$ cat src/wsdf_pkg.sv
// Shared types and constants for the WebSocket frame deframer.
package wsdf_pkg;

   // Width of the decoded length; longer extended lengths saturate.
   localparam int LEN_WIDTH = 64;
   localparam int CAP_WIDTH = 64;

   localparam logic [CAP_WIDTH-1:0] MAX_LEN_RESET = CAP_WIDTH'(10 * 1024 * 1024);

   localparam logic [6:0] LEN_CODE_EXT16 = 7'd126;
   localparam logic [6:0] LEN_CODE_EXT64 = 7'd127;
   localparam logic [3:0] EXT16_BYTES    = 4'd2;
   localparam logic [3:0] EXT64_BYTES    = 4'd8;
   localparam logic [3:0] KEY_BYTES      = 4'd4;

   typedef enum logic [1:0] {
      KIND_HEADER = 2'd0,
      KIND_DATA   = 2'd1,
      KIND_REJECT = 2'd2,
      KIND_ABORT  = 2'd3
   } wsdf_kind_type;

   typedef struct packed {
      logic [7:0] in_byte;
      logic       link_closed;
   } wsdf_req_type;

   typedef struct packed {
      wsdf_kind_type out_kind;
      logic [3:0]    opcode;
      logic          masked;
      logic [63:0]   payload_length;
      logic [7:0]    data_byte;
      logic          last;
   } wsdf_rsp_type;

endpackage

$ cat src/wsdf_in_stage.sv
// Input register: holds one received request until the parser consumes it.
module wsdf_in_stage
   import wsdf_pkg::*;
(
   input  logic         clock,
   input  logic         reset,
   input  logic         req_valid,
   output logic         req_stall,
   input  wsdf_req_type req_item,
   input  logic         consume,
   output logic         item_valid,
   output wsdf_req_type item
);

   logic         valid_ff;
   logic         valid_in;
   wsdf_req_type item_ff;
   logic         load;

   assign req_stall = valid_ff && !consume;
   assign load      = req_valid && !req_stall;
   assign valid_in  = load || (valid_ff && !consume);

   always_ff @(posedge clock) begin
      if (reset) begin
         valid_ff <= 1'b0;
      end else begin
         valid_ff <= valid_in;
      end
      if (load) begin
         item_ff <= req_item;
      end
   end

   assign item_valid = valid_ff;
   assign item       = item_ff;

endmodule

$ cat src/wsdf_parser.sv
// Frame header state machine, length decode, cap check and payload unmasking.
module wsdf_parser
   import wsdf_pkg::*;
(
   input  logic                 clock,
   input  logic                 reset,
   input  logic                 consume,
   input  wsdf_req_type         item,
   input  logic [CAP_WIDTH-1:0] max_len,
   output logic                 res_valid,
   output wsdf_rsp_type         res
);

   typedef enum logic [2:0] {
      PH_HDR0 = 3'd0,
      PH_HDR1 = 3'd1,
      PH_EXT  = 3'd2,
      PH_KEY  = 3'd3,
      PH_DATA = 3'd4
   } phase_type;

   phase_type            phase_ff, phase_in;
   logic [3:0]           opcode_ff, opcode_in;
   logic                 mask_ff, mask_in;
   logic [LEN_WIDTH-1:0] len_ff, len_in;
   logic [3:0]           count_ff, count_in;
   logic [31:0]          key_ff, key_in;
   logic [LEN_WIDTH-1:0] left_ff, left_in;
   logic [1:0]           pos_ff, pos_in;

   logic                 do_after;
   logic                 do_finish;
   logic [7:0]           b;
   logic [6:0]           len7;
   logic [7:0]           key_byte;
   logic                 data_last;

   assign b    = item.in_byte;
   assign len7 = b[6:0];

   always_comb begin
      phase_in  = phase_ff;
      opcode_in = opcode_ff;
      mask_in   = mask_ff;
      len_in    = len_ff;
      count_in  = count_ff;
      key_in    = key_ff;
      left_in   = left_ff;
      pos_in    = pos_ff;
      do_after  = 1'b0;
      do_finish = 1'b0;
      res_valid = 1'b0;
      res.out_kind  = KIND_HEADER;
      res.data_byte = '0;
      res.last      = 1'b0;
      key_byte  = key_ff[31:24];
      data_last = 1'b0;

      if (item.link_closed) begin
         if (phase_ff != PH_HDR0) begin
            res_valid    = 1'b1;
            res.out_kind = KIND_ABORT;
         end
         phase_in = PH_HDR0;
      end else begin
         unique case (phase_ff)
            PH_HDR0: begin
               opcode_in = b[3:0];
               mask_in   = 1'b0;
               len_in    = '0;
               key_in    = '0;
               count_in  = '0;
               phase_in  = PH_HDR1;
            end
            PH_HDR1: begin
               mask_in = b[7];
               len_in  = '0;
               if (len7 == LEN_CODE_EXT16 || len7 == LEN_CODE_EXT64) begin
                  count_in = (len7 == LEN_CODE_EXT16) ? EXT16_BYTES : EXT64_BYTES;
                  phase_in = PH_EXT;
               end else begin
                  len_in   = LEN_WIDTH'(len7);
                  do_after = 1'b1;
               end
            end
            PH_EXT: begin
               // saturate once the top byte is occupied
               if (len_ff[LEN_WIDTH-1 -: 8] != 8'd0) begin
                  len_in = '1;
               end else begin
                  len_in = {len_ff[LEN_WIDTH-9:0], b};
               end
               count_in = count_ff - 4'd1;
               do_after = (count_in == 4'd0);
            end
            PH_KEY: begin
               key_in    = {key_ff[23:0], b};
               count_in  = count_ff - 4'd1;
               do_finish = (count_in == 4'd0);
            end
            PH_DATA: begin
               case (pos_ff)
                  2'd0:    key_byte = key_ff[31:24];
                  2'd1:    key_byte = key_ff[23:16];
                  2'd2:    key_byte = key_ff[15:8];
                  default: key_byte = key_ff[7:0];
               endcase
               pos_in        = pos_ff + 2'd1;
               data_last     = (left_ff <= LEN_WIDTH'(1));
               res_valid     = 1'b1;
               res.out_kind  = KIND_DATA;
               res.data_byte = mask_ff ? (b ^ key_byte) : b;
               res.last      = data_last;
               if (data_last) begin
                  left_in  = '0;
                  phase_in = PH_HDR0;
               end else begin
                  left_in = left_ff - LEN_WIDTH'(1);
               end
            end
            default: begin
               phase_in = PH_HDR0;
            end
         endcase

         if (do_after) begin
            if (mask_in) begin
               count_in = KEY_BYTES;
               key_in   = '0;
               phase_in = PH_KEY;
            end else begin
               do_finish = 1'b1;
            end
         end

         if (do_finish) begin
            res_valid = 1'b1;
            if (CAP_WIDTH'(len_in) > max_len) begin
               res.out_kind = KIND_REJECT;
               phase_in     = PH_HDR0;
            end else begin
               res.out_kind = KIND_HEADER;
               res.last     = (len_in == '0);
               if (len_in == '0) begin
                  phase_in = PH_HDR0;
               end else begin
                  left_in  = len_in;
                  pos_in   = 2'd0;
                  phase_in = PH_DATA;
               end
            end
         end
      end

      res.opcode         = opcode_in;
      res.masked         = mask_in;
      res.payload_length = 64'(len_in);
   end

   always_ff @(posedge clock) begin
      if (reset) begin
         phase_ff  <= PH_HDR0;
         opcode_ff <= '0;
         mask_ff   <= 1'b0;
         len_ff    <= '0;
         count_ff  <= '0;
         key_ff    <= '0;
         left_ff   <= '0;
         pos_ff    <= '0;
      end else if (consume) begin
         phase_ff  <= phase_in;
         opcode_ff <= opcode_in;
         mask_ff   <= mask_in;
         len_ff    <= len_in;
         count_ff  <= count_in;
         key_ff    <= key_in;
         left_ff   <= left_in;
         pos_ff    <= pos_in;
      end
   end

endmodule

$ cat src/wsdf_out_stage.sv
// Result register: holds a finished result until the downstream side takes it.
module wsdf_out_stage
   import wsdf_pkg::*;
(
   input  logic         clock,
   input  logic         reset,
   input  logic         load,
   input  wsdf_rsp_type res,
   output logic         slot_free,
   output logic         rsp_valid,
   input  logic         rsp_stall,
   output wsdf_rsp_type rsp_item
);

   logic         valid_ff;
   logic         valid_in;
   wsdf_rsp_type item_ff;

   assign slot_free = !valid_ff || !rsp_stall;
   assign valid_in  = load || (valid_ff && rsp_stall);

   always_ff @(posedge clock) begin
      if (reset) begin
         valid_ff <= 1'b0;
      end else begin
         valid_ff <= valid_in;
      end
      if (load) begin
         item_ff <= res;
      end
   end

   assign rsp_valid = valid_ff;
   assign rsp_item  = item_ff;

endmodule

$ cat src/websocket_frame_deframer.sv
// WebSocket deframer: one byte per cycle unless stalled, at most one result per byte.
// Takes one stream byte per cycle unless the result register is stalled. A request sits
// in an input register, passes through the header/payload parser and lands in a result
// register; the result is presented from there once the parser consumes the request. A
// byte that produces no result (header, extended length and key bytes) still passes the
// input register and parser. req_stall rises only while a request is held and the result
// register is occupied and stalled. The payload cap (csr_wr_data) resets to 10 MiB and
// should be written only while idle. Lengths are checked against the cap as the header
// completes; rejected frames are not skipped, the next byte is parsed as a fresh header.
module websocket_frame_deframer
   import wsdf_pkg::*;
(
   input  logic                 clock,
   input  logic                 reset,
   input  logic                 req_valid,
   output logic                 req_stall,
   input  wsdf_req_type         req_item,
   output logic                 rsp_valid,
   input  logic                 rsp_stall,
   output wsdf_rsp_type         rsp_item,
   input  logic                 csr_wr_en,
   input  logic [CAP_WIDTH-1:0] csr_wr_data
);

   logic [CAP_WIDTH-1:0] max_len_ff;
   logic                 item_valid;
   wsdf_req_type         item;
   logic                 slot_free;
   logic                 consume;
   logic                 res_valid;
   wsdf_rsp_type         res;

   always_ff @(posedge clock) begin
      if (reset) begin
         max_len_ff <= MAX_LEN_RESET;
      end else if (csr_wr_en) begin
         max_len_ff <= csr_wr_data;
      end
   end

   assign consume = item_valid && slot_free;

   wsdf_in_stage u_in (
      .clock      (clock),
      .reset      (reset),
      .req_valid  (req_valid),
      .req_stall  (req_stall),
      .req_item   (req_item),
      .consume    (consume),
      .item_valid (item_valid),
      .item       (item)
   );

   wsdf_parser u_parser (
      .clock     (clock),
      .reset     (reset),
      .consume   (consume),
      .item      (item),
      .max_len   (max_len_ff),
      .res_valid (res_valid),
      .res       (res)
   );

   wsdf_out_stage u_out (
      .clock     (clock),
      .reset     (reset),
      .load      (consume && res_valid),
      .res       (res),
      .slot_free (slot_free),
      .rsp_valid (rsp_valid),
      .rsp_stall (rsp_stall),
      .rsp_item  (rsp_item)
   );

   // back-pressure only ever comes from a stalled, occupied result register
   a_stall_source: assert property (@(posedge clock) disable iff (reset)
      req_stall |-> (rsp_valid && rsp_stall))
      else $error("request stalled without a blocked result");

   a_header_last: assert property (@(posedge clock) disable iff (reset)
      (rsp_valid && rsp_item.out_kind == KIND_HEADER)
         |-> (rsp_item.last == (rsp_item.payload_length == 64'd0)))
      else $error("header last mark disagrees with payload length");

   a_data_zero: assert property (@(posedge clock) disable iff (reset)
      (rsp_valid && rsp_item.out_kind != KIND_DATA) |-> (rsp_item.data_byte == 8'd0))
      else $error("data byte set on a non-payload result");

   a_hold_no_load: assert property (@(posedge clock) disable iff (reset)
      (rsp_valid && rsp_stall) |=> (rsp_valid && $stable(rsp_item)))
      else $error("stalled result overwritten");

endmodule

$ cat config.mk
export PLATFORM = sky130hd
export DESIGN_NAME = websocket_frame_deframer
export DESIGN_NICKNAME = d
export VERILOG_FILES = /design/src/wsdf_pkg.sv /design/src/wsdf_in_stage.sv /design/src/wsdf_parser.sv /design/src/wsdf_out_stage.sv /design/src/websocket_frame_deframer.sv
export SDC_FILE = /design/constraint.sdc
export NUM_CORES = 1
export LEC_CHECK = 0
export ABC_AREA = 1
export BUFFER_PORTS_ARGS = -buffer_cell sky130_fd_sc_hd__clkbuf_2
export CAP_MARGIN = 20
export CORE_ASPECT_RATIO = 1.2
export CORE_MARGIN = 2
export CORE_UTILIZATION = 34
export CTS_CLUSTER_SIZE = 30
export DETAILED_ROUTE_END_ITERATION = 6
export SLEW_MARGIN = 15
export SYNTH_ARGS = -nofsm -noshare
export SYNTH_HDL_FRONTEND = slang
export SYNTH_SLANG_ARGS = --single-unit
$ cat constraint.sdc
create_clock -name clock -period 6.63 [get_ports clock]
set_input_delay 1.326 -clock clock [delete_from_list [all_inputs] [get_ports clock]]
set_output_delay 1.326 -clock clock [all_outputs]
set_load 0.02 [all_outputs]
# [Yosys cells after proc, flatten, opt, wreduce, memory -nomap -nowiden]
# Index checks and enable logic that the tools add are counted.
# Widths: inputs -> output; s select.
[op_classes] n_addsub=3 n_mul=0 div_mod_pow=0 order_cmp=2 eq_ne=8 n_shift=0 muxes=59 n_bitwise=3 n_reduce_logical=22
[op_table] operator="$mux 64" count=8
[op_table] operator="$pmux 64 s3" count=1
[op_table] operator="$gt 64x64->1" count=1
[op_table] operator="$le 64x1->1 const B" count=1
[op_table] operator="$logic_not 64->1" count=1
[op_table] operator="$mux 32" count=2
[op_table] operator="$pmux 32 s2" count=1
[op_table] operator="$sub 64x1->64 const B" count=1
[op_table] operator="$mux 3" count=8
[op_table] operator="$mux 4" count=6
[op_table] operator="$mux 8" count=3
[op_table] operator="$pmux 8 s3" count=1
[op_table] operator="$mux 1" count=16
[op_table] operator="$mux 2" count=8
[op_table] operator="$eq 7x7->1 const B" count=2
[op_table] operator="$pmux 3 s4" count=1
[op_table] operator="$pmux 4 s3" count=1
[op_table] operator="$reduce_bool 8->1" count=1
[op_table] operator="$xor 8x8->8" count=1
[op_table] operator="$mux 7" count=1
[op_table] operator="$eq 3x2->1 const B" count=2
[op_table] operator="$logic_and 1x1->1" count=5
[op_table] operator="$logic_not 1->1" count=4
[op_table] operator="$logic_not 4->1" count=1
[op_table] operator="14 further kinds" count=20
[word_totals] ff_bits=329 latch_bits=0 ram_bits=0 rom_bits=0 in_bits=78 mem_count=0

# [Longest topological paths before layout]
[depth] ltp_word=11 depth_mapped=29

# [Hierarchy]
# From an unflattened synthesis, not the netlist that was laid out.
[unflattened] hier_cells=3010 hier_area_um2=19700.1
[modules_own_cells] module="wsdf_parser" instances=1 cells_each=2504 area_each_um2=14322.5 seq_area_each_um2=3483.3
[modules_own_cells] module="websocket_frame_deframer" instances=1 cells_each=406 area_each_um2=2620.0 seq_area_each_um2=1281.2
[modules_own_cells] module="wsdf_out_stage" instances=1 cells_each=84 area_each_um2=2441.1 seq_area_each_um2=2422.3
[modules_own_cells] module="wsdf_in_stage" instances=1 cells_each=16 area_each_um2=316.6 seq_area_each_um2=290.3

# [Worst setup path before layout]
# No wires, ideal clock.
[synth_timing] path_type="in2reg" startpoint="input port rsp_stall" endpoint="register u_out.item_ff, in the netlist u_out.rsp_item[0] (enable)" setup_time_ns=0.434 t_arrival_ns=3.414 required_ns=6.196 path_slack_ns=2.782 stages=5 n_path_buf=0 cell_sequence="nand2_1 nand2_1 inv_1 o21ai_0 inv_1"
[synth_via] elab_chain_cells=4
[synth_rtl] item="start, declared" line_no="websocket_frame_deframer.sv:19" rtl="input logic rsp_stall,"
[synth_rtl] item="$logic_not 1->1" line_no="wsdf_out_stage.sv:19" rtl="assign slot_free = !valid_ff || !rsp_stall;"
[synth_rtl] item="$logic_or 1x1->1" line_no="wsdf_out_stage.sv:19"
[synth_rtl] item="$logic_and 1x1->1" line_no="websocket_frame_deframer.sv:41" rtl="assign consume = item_valid && slot_free;"
[synth_rtl] item="$logic_and 1x1->1" line_no="websocket_frame_deframer.sv:67" rtl=".load (consume && res_valid),"
[synth_rtl] item="net u_out.load" line_no="wsdf_out_stage.sv:7" rtl="input logic load,"
[synth_rtl] item="end signal, assigned" line_no="wsdf_out_stage.sv:29" rtl="item_ff <= res;"
[synth_rtl] item="end, declared" line_no="wsdf_out_stage.sv:17" rtl="wsdf_rsp_type item_ff;"
# The timed path passes the listed nets, and every way through them passes these cells.
# A chain may end at the register's enable or synchronous reset.

# [Worst setup path after layout]
[layout_timing] startpoint="register u_parser.phase_ff[2]" endpoint="register u_parser.left_ff[25]"
[layout_via] elab_chain_cells=7
[layout_rtl] item="start, declared" line_no="wsdf_parser.sv:22" rtl="phase_type phase_ff, phase_in;"
[layout_rtl] item="start signal, assigned" line_no="wsdf_parser.sv:171" rtl="phase_ff <= phase_in;"
[layout_rtl] item="parallel branches: the longest is 6 deep, another holds $gt 64x64->1"
[layout_rtl] item="$mux 64 *" line_no="wsdf_parser.sv:136" rtl="if (do_finish) begin"
[layout_rtl] item="end signal, assigned" line_no="wsdf_parser.sv:177" rtl="left_ff <= left_in;"
[layout_rtl] item="end, declared" line_no="wsdf_parser.sv:28" rtl="logic [LEN_WIDTH-1:0] left_ff, left_in;"
# Mark *: on every way between the ends. The select of a mux whose other input is x is not followed.

==> results by group <==
Run status
  • Outcome: completed

Synth
  • Synth cell types: 44
  • Most used DFF post-synth: dfxtp_1
  • Sequential area share after synthesis: 40.0%
  • Most common cell in the netlist: nand2_1
  • Post-synthesis average cell area: 6.88 um2
  • Synthesized area: 18700 um2
  • Asr flop ratio synth: 0%
  • Synth Warn #: 0
  • Most instantiated cells after synthesis: nand2_1 (531), inv_1 (434), o21ai_0 (276)
  • Yosys top cell by area: dfxtp_1
  • Mapped Nets: 2866
  • Mapped Cells: 2716
  • EDFF count, synth: 89
  • Synth top area cells: dfxtp_1 (26%), edfxtp_1 (14%), nand2_1 (11%)
  • Post-synthesis register bit count: 329
  • Top-area cell type share of the netlist area: 25.7%

Finish
  • ANT cells: 0
  • Layout cells sized above 1: 9.95%
  • Fin util: 39.0%
  • Final net count: 2945
  • Area grow syn2layout: 14.0%

Setup path
  • Worst Path Buf+Inv: 3
  • RR Endpoint: u_parser.left_ff[25]$_SDFFE_PP0P_
  • Max stage delay cell, worst path: buf_4
  • CP arrival: 5.41 ns
  • Crit Path Max Fanout: 80
  • Worst R2R Start: u_parser.phase_ff[2]$_SDFFE_PP0P_
  • WP data required: 7.08 ns
  • Most Frequent Cell on Critical Path: nand3_1
  • Largest delay share family, worst path: simple AND/OR/NAND/NOR gates
  • Crit. End Element: register
  • Critical Path Max Stage Delay: 0.56 ns
  • Reg2reg setup slack: 1.67 ns
  • Reg2reg path depth: 17
  • Crit-path cells: inv_2 > nand2_2 > nor2_4 > o21ai_4 > buf_4 > nand3_1 > ha_1 > nand2_1 > nor4_1 > and3_1 > nand3_1 > a21oi_4 > nand2_4 > nand3_1 > nand3_1 > nand2_1 > inv_1
  • Worst setup SP type: register
  • Critical path class: reg -> reg

CTS
  • CTS tree: built
  • Post-CTS sizing: 0
  • CTS Root Cell: clkbuf_16
  • Bufs on Longest Clock Path: 3
  • Clk slew on worst S/H paths: 0.06 ns
  • H-tree depth: 2
  • Worst skew pair latency: 0.59 ns
  • Setup repair bufs after CTS: 0
  • Num CTS Buffers: 37
  • CTS hold repair buffers: 0
  • Clk sinks: 329

Hold path
  • Hold EP: max_len_ff[7]$_SDFFE_PP0P_
  • Hold path startpoint: max_len_ff[7]$_SDFFE_PP0P_
  • Worst Hold Depth: 2
  • Worst min path class: reg -> reg

Detailed routing
  • Vias per cell: 5.02
  • Vias: 17800
  • Final wirelength: 57700 um
  • Drt drc: 0
  • DRT iter0 DRCs: 1318
  • Post-DRT Antenna Nets: 0
  • Pre-antenna DRT Iters: 6
  • Avg WL per Cell: 16.3 um

Job
  • Maximum Capacitance Violations: 0

Floorplanning
  • Core Footprint: 54600 um2
  • Row cnt: 94
  • Die height: 261 um
  • Die area: 56900 um2
  • Die X: 218 um
  • Initial Util: 34.3%
  • Ports: 160

Power
  • Pwr/cell area: 233 nW/um2
  • Maximum VDD drop: 0.164 mV
  • Leak: 0.00988 uW

Timing
  • Fin Setup TNS: 0 ns
  • Clock Skew: 0.0419 ns
  • Final Max Tran Viols: 0
  • Post-route clock period utilization: 74.7%
  • RSZ-0062 raised after global routing: no
  • FMAX: 202 MHz
  • Worst-Margin Slew: 1.08 ns
  • Slew Limit Headroom: 27.8%
  • Final min period: 4.96 ns
  • Hold Vio Cnt, Final: 0
  • Final setup viols: 0

GRT
  • Initial antenna violation count: 0
  • GRT Total Usage: 20.1%
  • Largest net degree at the start of global routing: 110
  • Vias in the first global route: 16800
  • GRT overflow: 0
  • First-pass GRT wire length: 91300 um

Placement
  • PortBufs: 159
  • HPWL Detailed: 40100 um
  • GPL Wtd Cong: 0.894
[metrics by stage]
step	std cells	setup slack [ns]	instance area [um2]	hold slack, ns	total power, uW
after CTS	3543	1.76	21300	0.465	5010
after global placement	3475	1.84	20000	0.454	2830
after global routing	3544	1.29	21300	0.483	5180
after floorplan	2716	2.78	18700	0.436	2650
final	3544	1.67	21300	0.464	4970
after detailed placement	3475	1.77	20000	0.455	2830
[worst min-delay path, cell delays in order, from the launching register on]
cell     delay [ns]
dfxtp_1        0.30
inv_1          0.06
a21oi_1        0.06
[how the worst max path moves through the flow]
stage	from	endpoint	slack, ns	cells after the start
detailed placement	u_parser.phase_ff[2]$_SDFFE_PP0P_	u_parser.left_ff[55]$_SDFFE_PP0P_	1.77	15
CTS	u_parser.phase_ff[2]$_SDFFE_PP0P_	u_parser.left_ff[3]$_SDFFE_PP0P_	1.76	17
floorplan	rsp_stall	u_out.rsp_item[0]$_SDFFCE_PP0P_	2.78	5
finish	u_parser.phase_ff[2]$_SDFFE_PP0P_	u_parser.left_ff[25]$_SDFFE_PP0P_	1.67	17
global placement	u_parser.phase_ff[2]$_SDFFE_PP0P_	u_parser.left_ff[43]$_SDFFE_PP0P_	1.84	17
global route	u_parser.phase_ff[2]$_SDFFE_PP0P_	u_parser.left_ff[3]$_SDFFE_PP0P_	1.29	21
[cell families (layout without fill, tap and decap cells)]
family	count (synthesis)	count (layout)	share of synthesized area [%]
AOI/OAI and AO/OA	655	655	18.5
xor gates and xnor gates	6	6	0.281
adders and majority gates	72	72	4.82
buffers and inverters	574	682	11.9
DFF	329	329	40.0
and+or+nand+nor	1080	1080	24.6
[state kept, by name (all words and copies together) (netlist names)]
signal,cells
u_parser.key_ff,32
u_parser.left_ff,64
max_len_ff,64
u_out.rsp_valid,1
u_out.rsp_item,80
u_in.item_valid,1
u_parser.mask_ff,1
u_parser.opcode_ff,4
u_parser.count_ff,4
u_parser.pos_ff,2
u_parser.phase_ff,3
u_parser.len_ff,64
u_in.item,9
[placed cells by master, fill, tap and decap left out, types with 3 or more instances in the layout]
cell and count:
a21oi_1 266, a31oi_1 12, buf_4 16, bufinv_16 4
clkbuf_1 9, clkbuf_16 37, clkbuf_2 158, clkbuf_8 6
clkinv_1 3, clkinv_2 6, dfxtp_1 240, edfxtp_1 89
ha_1 72, inv_1 429, inv_2 5, nand2_1 531
nand3_1 186, nand3_2 21, nand4_1 26, nor2_1 261
nor3_1 27, nor4_1 9, o211ai_1 13, o21a_1 10
o21ai_0 276, o21ai_1 25, o21bai_1 5, o22ai_1 34
or2_2 7, xor2_1 6
[power breakdown]
group / switching [uW] / internal [uW] / total, uW
Combinational: 432 / 177 / 609
Clock: 900 / 1270 / 2170
Sequential: 56.0 / 2140 / 2190
Total: 1390 / 3580 / 4970
[layer usage]
| metal | track usage, % | vias to the layer above | wire length (um) |
|---|---|---|---|
| li1 | - | 9050 | - |
| met1 | 25.3 | 8099 | 24900 |
| met2 | 34.9 | 518 | 27700 |
| met3 | 2.96 | 113 | 3290 |
| met4 | 7.12 | 0 | 1800 |
| met5 | 0 | - | 0 |
[layout make-up]
cell class	instances	area [um2]
fillers	5870	33300
multi-input cells	1813	9050
flip-flops and latches	329	7480
inverters	438	1650
clock buffers	52	1040
repair buffers	176	951
well taps	720	901
clock inverters	16	234
No activity file was read; power rests on OpenSTA's default activity.
